==> config.mk <==
export PLATFORM = sky130hd
export DESIGN_NAME = pvm_ram
export DESIGN_NICKNAME = d
export VERILOG_FILES = /design/src/hdl/pvm_ram.sv
export SDC_FILE = /design/constraint.sdc
export NUM_CORES = 1
export LEC_CHECK = 0
export BUFFER_PORTS_ARGS = -buffer_cell sky130_fd_sc_hd__buf_4
export CORE_UTILIZATION = 29
export DETAILED_ROUTE_END_ITERATION = 8
export GPL_ROUTABILITY_DRIVEN = 0
export PLACE_DENSITY = 0.51
export SYNTH_ARGS = -nofsm -noshare
export SYNTH_HDL_FRONTEND = slang
export SYNTH_SLANG_ARGS = --single-unit
==> constraint.sdc <==
create_clock -name clk -period 3.8 [get_ports clk]
set_input_delay 0.57 -clock clk [delete_from_list [all_inputs] [get_ports clk]]
set_output_delay 0.57 -clock clk [all_outputs]
set_load 0.01 [all_outputs]
==> src/hdl/pvm_ram.sv <==
`timescale 1ns / 1ps
// Generic simple dual-port RAM, one write and one registered read port.
// No dependencies.
module pvm_ram #(
  parameter int WIDTH = 32,
  parameter int DEPTH = 16
) (
  input  logic                     clk,
  input  logic                     we,
  input  logic [$clog2(DEPTH)-1:0] waddr,
  input  logic [WIDTH-1:0]         wdata,
  input  logic [$clog2(DEPTH)-1:0] raddr,
  output logic [WIDTH-1:0]         rdata
);

  logic [WIDTH-1:0] mem [DEPTH];

  always_ff @(posedge clk) begin
    if (we) begin
      mem[waddr] <= wdata;
    end
    rdata <= mem[raddr];
  end

endmodule

# Yosys cells after proc, flatten, opt, wreduce, memory -nomap -nowiden
# Memories as Yosys holds them, arrays and structs flattened. A register that Yosys moved wholly into a read port is not among the register bits.
# Cells that the tools add are included.
# Widths: inputs -> output; s select.
# op_classes
mux	2
# op_table
operator	count
$mux 1	2
# word_totals
ff_bits	0
mem_bits_rw	512
inputBits	42
word_cells	3
memories	1
# mem_list
memory	words	word_bits	read_ports	rd_ports_with_merged_regs	wr	line_no	source
mem	16	32	1	1	1	16	logic [WIDTH-1:0] mem [DEPTH];

# Logic depth before layout (Yosys ltp)
# Gate-level depths: netlist of the first run.
# logic_depth
word_depth	2
depth_mapped	5

# Worst setup path after synthesis of the first run
# No wires, ideal clock.
# synth_path
path_kind	input-to-reg
start	input waddr[2]
end	memory mem[0][0], enable pin
setup_time_ps	461
t_arrival_ps	3288
setup_slack_ps	50
cell_stages	2
n_path_buf	0
path_cell_list	or3b_2 -> nor3_1
# synth_lines
item	line_no	source
from (decl)	10	input logic [$clog2(DEPTH)-1:0] waddr,
to (decl)	16	
# Straight into the memory's write port.

==> impl_metrics.csv, run 1 <==
group,metric,value,unit
yosys,synth_enable_flop_cells,512,
die,start_util,29.5,%
clocking,worstSkewPairLatency,0.60,ns
die,design.core.area,67400,um2
worst_setup_path,timing.critical_path.to_type,"flip-flop",
timing,timing.hold.ws,0.265,ns
power,power_leakage,7.49,nW
timing,final.setup_skew,0.0178,ns
detailed_routing,drt_iter0_drc,825,
yosys,synth.area.mux_share,14.5,%
cells_and_area,most-common-layout-cells,"sky130_fd_sc_hd__edfxtp_1, sky130_fd_sc_hd__mux4_2, sky130_fd_sc_hd__buf_4",
yosys,postSynthAreaPerCell,23.7,um2
worst_setup_path,critical_path.most_common_cell,"sky130_fd_sc_hd__buf_4",
detailed_routing,m1WireLength,21.2,mm
clocking,ctsLongestPathBuffers,3,
power,power.switching,2.62,mW
grt,antenna_found_initial,1,
timing,worst_slew_pin_slew,0.769,ns
timing,slew_headroom,48.6,%
grt,maximum_number_of_pins_on_one_net_before_global_route_repair,40,
worst_setup_path,worstPathRequired,4.27,ns
power,combinational_power_share,4.9,%
die,num_io_pins,74,
yosys,mappedNetlistArea,19900,um2
yosys,yosys.area_share.adder,0,%
worst_setup_path,reg2reg_setup_slack,2.36,ns
yosys,yosysSeqAreaShare,80.7,%
power,finalPower,12.9,mW
timing,timing.final.crit_period,1.81,ns
cells_and_area,n_antenna_cell,0,
die,design.die.area,69500,um2
worst_setup_path,critical_path.n_buffers_inverters,2,
grt,grt_remaining_overflow,0,
cells_and_area,nets,996,
power,flop_pwr_share,52.5,%
worst_setup_path,rr_startpoint,"mem[2][5]$_DFFE_PP_",
clocking,cts.hold.buffers_added,0,
clocking,numCtsBuffers,56,
clocking,cts_tree,"done",
worst_setup_path,worstPathArrival,2.28,ns
job,max_cap_viol_count,0,
clocking,clock_tree.root_cell,"sky130_fd_sc_hd__clkbuf_16",
clocking,post_cts_resize_count,0,
detailed_routing,ant_nets,0,
hold_path,timing.hold.worst.class,"in -> reg",
timing,report.final.setup_viol,0,
worst_setup_path,crit_path_largest_cell_delay,0.53,ns
worst_setup_path,critical-path-slowest-cell,"sky130_fd_sc_hd__buf_4",
grt,first_global_vias,9584,
die,die_w,264,um
timing,total_negative_slack,0,ns
yosys,asyncSetResetFlopFracSynth,0,%
die,fp-row-count,95,
detailed_routing,num_vias,8892,
detailed_routing,route.met2.wl,20.2,mm
clocking,cts_num_sinks,544,
worst_setup_path,timing.critical_path.from,"raddr[1]",
power,p_int,10.2,mW
yosys,synth.yosys.warnings,0,
worst_setup_path,timing_worst_setup_path_type,"in -> reg",
die,chipHeight,264,um
timing,post_route_fraction_of_the_period_consumed_by_the_critical_path,47.6,%
detailed_routing,routedWlPerCell,24.0,um
power,net_switching_share_of_the_total_power,20.4,%
detailed_routing,via_per_inst,4.75,
placement,dp_hpwl,22.7,mm
yosys,netlist_instances,838,
detailed_routing,number_of_design_rule_violations_left_after_detail_routing,0,
yosys,synth_compound_area_share,2.42,%
grt,grt_pass1_wl,65.8,mm
yosys,synth_simple_gate_area_share,1.27,%
timing,report.final.slew_viol_count,0,
yosys,yosys_most_used_dff,"sky130_fd_sc_hd__edfxtp_1",
cells_and_area,area_delta_synth_final,18.9,%
detailed_routing,first_pass_iters,5,
yosys,combinational_family_with_the_most_area_after_synthesis,"multiplexers",
outcome,result_of_the_run,"finished clean",
power,ir_drop,0.326,mV
power,share_clk_of_total_power,42.5,%
clocking,ctsHtreeMaxLevel,2,
power,p_per_area,545,nW/um2
worst_setup_path,critPathTopFamily,"buffers and inverters",
detailed_routing,dr_wl_met3,2.63,mm
timing,finalHoldViolCount,0,
cells_and_area,post_route_cells_drive_above_1_share,33.7,%
worst_setup_path,setup.worst_path.start_class,"input pin",
worst_setup_path,critical_path_peak_fanout,39,
yosys,synthXorXnorAreaFrac,0,%
grt,combined_global_route_utilization_of_all_metal_layers,13.1,%
clocking,post_cts.repair.setup_buffers,0,
cells_and_area,final_common_cell,"sky130_fd_sc_hd__edfxtp_1",
clocking,clk_pin_slew,0.06,ns
yosys,synth.net_count,880,
worst_setup_path,timing.critical_path.cells,"buf_4, buf_4, mux4_2, a22oi_1, nand2_1",
yosys,synth_cell_types,18,
detailed_routing,detail_route.wirelength,44.9,mm
placement,port-buffer-count,73,
timing,max_freq,553,MHz
hold_path,worstHoldStart,"wdata[23]",
detailed_routing,routed.top_layer,"met5",
timing,grt_setup_unrepaired,"false",
yosys,postSynthRegisterBits,544,
[kinds of logic (layout without fill, tap and decap cells)]
logic type | after synthesis | in the layout
mux | 128 | 128
simple gates | 59 | 59
buf+inv | 43 | 204
flops | 544 | 544
compound gates | 64 | 64
[path summary, 6_finish.rpt]
check,cells after the start,endpoint
setup / recovery,5,rdata[27]$_DFF_P_
hold / removal,1,mem[15][23]$_DFFE_PP_
setup reg to reg,3,rdata[5]$_DFF_P_
hold reg to reg,3,rdata[12]$_DFF_P_
[cells in the mapped netlist (2+ instances only)]
master	n	share of area [%]
sky130_fd_sc_hd__nand3b_1	2	0.076
sky130_fd_sc_hd__buf_2	4	0.10
sky130_fd_sc_hd__buf_1	9	0.17
sky130_fd_sc_hd__buf_4	11	0.42
sky130_fd_sc_hd__nor3_1	4	0.10
sky130_fd_sc_hd__nor2b_1	2	0.063
sky130_fd_sc_hd__buf_6	2	0.11
sky130_fd_sc_hd__edfxtp_1	512	77
sky130_fd_sc_hd__dfxtp_1	32	3.2
sky130_fd_sc_hd__mux4_2	128	15
sky130_fd_sc_hd__a22oi_1	64	2.4
sky130_fd_sc_hd__nand2b_1	2	0.063
sky130_fd_sc_hd__nor2_1	13	0.25
sky130_fd_sc_hd__clkbuf_1	17	0.32
sky130_fd_sc_hd__nand2_1	33	0.62
[per-stage QoR]
stage	std cells	instance area, um2	util (%)	setup slack [ns]
floorplan	838	19900	-	0.0504
global placement	1769	21700	32.2	1.35
detailed placement	1769	21700	32.2	1.33
CTS	1872	23600	35.0	1.97
global route	1872	23600	35.0	1.88
finish	1872	23600	35.0	1.99
[power by group through the flow]
stage	clock network (mW)	registers, mW	logic [mW]
final	5.47	6.76	0.634
after global routing	5.83	6.77	0.689
after CTS	5.59	6.76	0.654
after detailed placement	0	6.88	0.653
after global placement	0	6.88	0.642
after floorplan	0	6.88	0.322
[layout make-up]
type	count	area, um2
fill	6148	43800
sequential	544	16000
multi-input combinational	251	3750
clock buffer	82	1680
tap	873	1090
timing repair buffer	101	877
clock inverter	21	190
[state kept, by name, summed over array words and instances (netlist names)]
name   count
mem      512
rdata     32
[routing by layer]
layer  up-vias  GRT usage (%)
met4         2           3.64
met5         -              0
met3        58           2.61
met1      4797           19.4
met2       234           19.4
li1       3801              -
Note: power is estimated with default switching activity, not from simulation.
==> inputs of run 2 (changes only) <==
Clock period 3.8 ns to 1.45 ns, I/O delays scaled along.
==> impl_metrics.csv, run 2 (synthesis gave the netlist of run 1 again) <==
group,metric,value,unit
cells_and_area,post_route_cells_drive_above_1_share,36.2,%
cells_and_area,registers.top_by_ff_count,"mem",
cells_and_area,finish.utilization,36.8,%
cells_and_area,final_common_cell,"sky130_fd_sc_hd__edfxtp_1",
worst_setup_path,worstPathRequired,1.23,ns
clocking,cts_tree,"done",
grt,maximum_number_of_pins_on_one_net_before_global_route_repair,38,
cells_and_area,largest_register_ff_count,512,
timing,finalHoldViolCount,0,
cells_and_area,area_delta_synth_final,25.0,%
cells_and_area,n_antenna_cell,0,
detailed_routing,via_per_inst,4.68,
placement,dp_hpwl,26.2,mm
die,design.die.area,69500,um2
clocking,post_cts_resize_count,0,
die,design.core.area,67400,um2
grt,grt_remaining_overflow,0,
timing,grt_setup_unrepaired,"false",
grt,combined_global_route_utilization_of_all_metal_layers,13.4,%
worst_setup_path,crit_path_largest_cell_delay,0.42,ns
timing,worst_slew_pin_slew,0.698,ns
detailed_routing,number_of_design_rule_violations_left_after_detail_routing,0,
clocking,worstSkewPairLatency,0.60,ns
cells_and_area,most-common-layout-cells,"sky130_fd_sc_hd__edfxtp_1, sky130_fd_sc_hd__mux4_2, sky130_fd_sc_hd__buf_4",
hold_path,worstHoldStart,"raddr[3]",
grt,antenna_found_initial,2,
worst_setup_path,critical_path.n_buffers_inverters,1,
cells_and_area,post-route-cell-area,24800,um2
worst_setup_path,rr_startpoint,"mem[3][31]$_DFFE_PP_",
die,start_util,29.5,%
worst_setup_path,critical_path_peak_fanout,1,
cells_and_area,nets,1084,
timing,max_freq,720,MHz
timing,slew_headroom,53.4,%
worst_setup_path,timing.critical_path.to_type,"output pin",
worst_setup_path,timing.critical_path.cells,"buf_4",
outcome,result_of_the_run,"finished clean",
clocking,ctsLongestPathBuffers,3,
die,die_w,264,um
power,p_per_area,1350,nW/um2
grt,first_global_vias,9877,
clocking,clock_tree.root_cell,"sky130_fd_sc_hd__clkbuf_16",
detailed_routing,first_pass_iters,4,
clocking,cts_num_sinks,544,
worst_setup_path,timing_worst_setup_path_type,"reg -> out",
worst_setup_path,critical-path-slowest-cell,"sky130_fd_sc_hd__dfxtp_1",
clocking,ctsHtreeMaxLevel,2,
detailed_routing,drt_iter0_drc,661,
detailed_routing,num_vias,9164,
die,num_io_pins,74,
placement,dpl_cell_area,22700,um2
worst_setup_path,timing.critical_path.from,"rdata[18]$_DFF_P_",
grt,grt_pass1_wl,67.3,mm
timing,report.final.setup_viol,0,
cells_and_area,final.fill_count,6039,
detailed_routing,routedWlPerCell,23.4,um
clocking,post_cts.repair.setup_buffers,0,
worst_setup_path,worstPathArrival,1.17,ns
worst_setup_path,critPathTopFamily,"flip-flops",
placement,place_inst,1828,
clocking,numCtsBuffers,53,
timing,timing.final.crit_period,1.39,ns
power,ir_drop,0.766,mV
job,max_cap_viol_count,0,
timing,total_negative_slack,0,ns
hold_path,timing.hold.worst.class,"in -> reg",
power,finalPower,33.4,mW
die,chipHeight,264,um
timing,final.setup_skew,0.0145,ns
worst_setup_path,setup.worst_path.start_class,"flip-flop",
placement,port-buffer-count,73,
clocking,clk_pin_slew,0.06,ns
die,fp-row-count,95,
clocking,cts.hold.buffers_added,32,
cells_and_area,reg_top3,"mem: 512 flops, rdata: 32 flops",
power,power_leakage,8.01,nW
detailed_routing,ant_nets,0,
timing,post_route_fraction_of_the_period_consumed_by_the_critical_path,95.8,%
detailed_routing,detail_route.wirelength,45.9,mm
timing,report.final.slew_viol_count,0,
cells_and_area,fin_cells,1959,
run 2: layout make-up:
class / instances / area (um2) / share of cell area (%)
flip-flops and latches: 544 / 16000 / 64.5
clock buffers: 70 / 1470 / 5.94
clock inverters: 29 / 272 / 1.09
repair buffers: 192 / 2170 / 8.73
multi-input cells: 251 / 3790 / 15.3
well taps: 873 / 1090 / 4.40
run 2: per-layer routing:
metal / global-route usage (%) / wire length (um) / vias up / part of all wire [%]
met5: 0 / 22 / - / 0.048
met4: 3.13 / 739 / 4 / 1.6
met3: 2.64 / 2080 / 62 / 4.5
met2: 21.8 / 22300 / 188 / 49
met1: 18.4 / 20800 / 4922 / 45
li1: - / - / 3988 / -
run 2: stage by stage:
stage                     setup WS (ns)  hold WS (ns)
after floorplan                  -0.477         0.316
after global routing            0.00359         0.158
after global placement           -0.286         0.511
after detailed placement         -0.292         0.519
after CTS                        0.0230         0.137
final                            0.0615         0.169
run 2: power breakdown:
part / internal [mW] / switching [mW] / leakage (nW) / total [mW]
registers: 17.6 / 0.121 / 4.89 / 17.7
logic: 0.955 / 0.996 / 2.25 / 1.95
clock network: 8.02 / 5.74 / 0.865 / 13.8
run 2: final timing paths:
path                             to  slack (ns)  cells after the start
setup / recovery          rdata[18]        0.06                      1
hold / removal     rdata[1]$_DFF_P_        0.17                      4
setup reg to reg  rdata[31]$_DFF_P_        0.11                      3
hold reg to reg    rdata[8]$_DFF_P_        0.66                      3
==> inputs of run 3 (changes only) <==
--- a/config.mk
+++ b/config.mk
@@ -7,8 +7,8 @@
 export LEC_CHECK = 0
 export BUFFER_PORTS_ARGS = -buffer_cell sky130_fd_sc_hd__buf_4
-export CORE_UTILIZATION = 29
+export CORE_UTILIZATION = 28
 export DETAILED_ROUTE_END_ITERATION = 8
 export GPL_ROUTABILITY_DRIVEN = 0
-export PLACE_DENSITY = 0.51
+export PLACE_DENSITY = 0.5
 export SYNTH_ARGS = -nofsm -noshare
 export SYNTH_HDL_FRONTEND = slang
==> constraint.sdc (replaced) <==
create_clock -name clk -period 1.45 [get_ports clk]
set_input_delay 0.2175 -clock clk [delete_from_list [all_inputs] [get_ports clk]]
set_output_delay 0.2175 -clock clk [all_outputs]
set_load 0.005 [all_outputs]
==> impl_metrics.csv, run 3 (synthesis gave the netlist of run 1 again) <==
group,metric,value,unit
timing,timing.final.crit_period,1.37,ns
cells_and_area,final_common_cell,"sky130_fd_sc_hd__edfxtp_1",
hold_path,timing.hold.worst.class,"in -> reg",
die,design.core.area,70100,um2
worst_setup_path,critical-path-slowest-cell,"sky130_fd_sc_hd__dfxtp_1",
grt,highest_utilization_routing_layer_at_the_global_route_stage,"met2",
power,power_leakage,8.01,nW
worst_setup_path,crit_path_largest_cell_delay,0.42,ns
grt,maximum_number_of_pins_on_one_net_before_global_route_repair,33,
placement,dpl_cell_area,22800,um2
clocking,cts_num_sinks,544,
grt,globalRouteMet1Util,18.1,%
detailed_routing,num_vias,9174,
worst_setup_path,worstPathArrival,1.16,ns
cells_and_area,post_route_cells_drive_above_1_share,35.7,%
clocking,ctsLongestPathBuffers,3,
grt,first_global_vias,10000,
clocking,numCtsBuffers,54,
grt,grt_remaining_overflow,0,
worst_setup_path,worstPathRequired,1.23,ns
timing,grt_setup_unrepaired,"false",
worst_setup_path,critPathTopFamily,"flip-flops",
detailed_routing,via_per_inst,4.52,
die,die_w,268,um
clocking,worstSkewPairLatency,0.59,ns
cells_and_area,most-common-layout-cells,"sky130_fd_sc_hd__edfxtp_1, sky130_fd_sc_hd__mux4_2, sky130_fd_sc_hd__buf_4",
die,start_util,28.3,%
cells_and_area,fin_cells,2028,
clocking,post_cts.repair.setup_buffers,0,
grt,antenna_found_initial,4,
detailed_routing,detail_route.wirelength,45.0,mm
grt,grt_pass1_wl,66.7,mm
die,fp-row-count,97,
worst_setup_path,critical_path.n_buffers_inverters,1,
clocking,ctsHtreeMaxLevel,2,
worst_setup_path,critical_path_peak_fanout,1,
clocking,cts_tree,"done",
detailed_routing,ant_nets,0,
grt,use_met2,20.3,%
power,ir_drop,0.822,mV
detailed_routing,routedWlPerCell,22.2,um
placement,dp_hpwl,26.4,mm
timing,worst_slew_pin_slew,1.08,ns
worst_setup_path,timing_worst_setup_path_type,"reg -> out",
grt,grt_util_met3,2.49,%
worst_setup_path,timing.critical_path.to_type,"output pin",
cells_and_area,nets,1087,
timing,report.final.slew_viol_count,0,
timing,worst_slack,0.0771,ns
die,design.die.area,72000,um2
worst_setup_path,timing.critical_path.cells,"buf_4",
timing,slew_headroom,27.6,%
die,num_io_pins,74,
grt,combined_global_route_utilization_of_all_metal_layers,12.8,%
cells_and_area,largest_register_ff_count,512,
cells_and_area,reg_top3,"mem: 512 flops, rdata: 32 flops",
detailed_routing,drt_iter0_drc,714,
job,max_cap_viol_count,0,
outcome,result_of_the_run,"finished clean",
clocking,clock_tree.root_cell,"sky130_fd_sc_hd__clkbuf_16",
worst_setup_path,setup.worst_path.start_class,"flip-flop",
cells_and_area,final.fill_count,6544,
placement,port-buffer-count,73,
timing,max_freq,728,MHz
timing,final.setup_skew,0.0106,ns
cells_and_area,post-route-cell-area,24900,um2
die,chipHeight,268,um
clocking,clk_pin_slew,0.06,ns
timing,finalHoldViolCount,0,
power,p_per_area,1350,nW/um2
cells_and_area,area_delta_synth_final,25.3,%
placement,place_inst,1897,
power,finalPower,33.7,mW
detailed_routing,number_of_design_rule_violations_left_after_detail_routing,0,
cells_and_area,n_antenna_cell,0,
timing,post_route_fraction_of_the_period_consumed_by_the_critical_path,94.7,%
detailed_routing,first_pass_iters,5,
cells_and_area,registers.top_by_ff_count,"mem",
timing,total_negative_slack,0,ns
timing,report.final.setup_viol,0,
placement,place_ws,-0.356,ns
[run 3: timing repair]
action	CTS	global route
setup endpoints to repair	0	0
endpoints found under the hold margin	512	0
resized for setup	0	0
hold buffers	32	0
[run 3: power by group]
group          leakage, nW  internal, mW  switching (mW)
Clock                0.870          8.44            5.66
Combinational         2.25         0.951           0.954
Sequential            4.89          17.6           0.126
Total                 8.01          27.0            6.74
[run 3: worst paths after layout]
kind / depth (start not counted) / to / start / slack (ns)
max reg2reg: 3 / rdata[31]$_DFF_P_ / mem[11][31]$_DFFE_PP_ / 0.11
min reg2reg: 3 / rdata[21]$_DFF_P_ / mem[7][21]$_DFFE_PP_ / 0.67
max: 1 / rdata[20] / rdata[20]$_DFF_P_ / 0.08
min: 4 / rdata[28]$_DFF_P_ / raddr[2] / 0.26
[run 3: final cells by class]
cell class	count	area [um2]	share of cell area (%)
Clock buffer	75	1500	6.04
Clock inverter	24	293	1.18
Multi-Input combinational cell	251	3790	15.3
Sequential cell	544	16000	64.4
Tap cell	940	1180	4.73
Timing Repair Buffer	194	2100	8.43
[run 3: metrics by stage]
step / hold slack (ns) / util (%)
floorplan: 0.316 / -
global placement: 0.516 / 32.4
detailed placement: 0.521 / 32.4
CTS: 0.233 / 35.5
global route: 0.260 / 35.5
finish: 0.259 / 35.5
[run 3: per-layer routing]
metal,wire (um),up-vias
met2,21500,194
met3,1960,67
met1,20600,4908
li1,-,3997
met4,800,8
met5,55,-
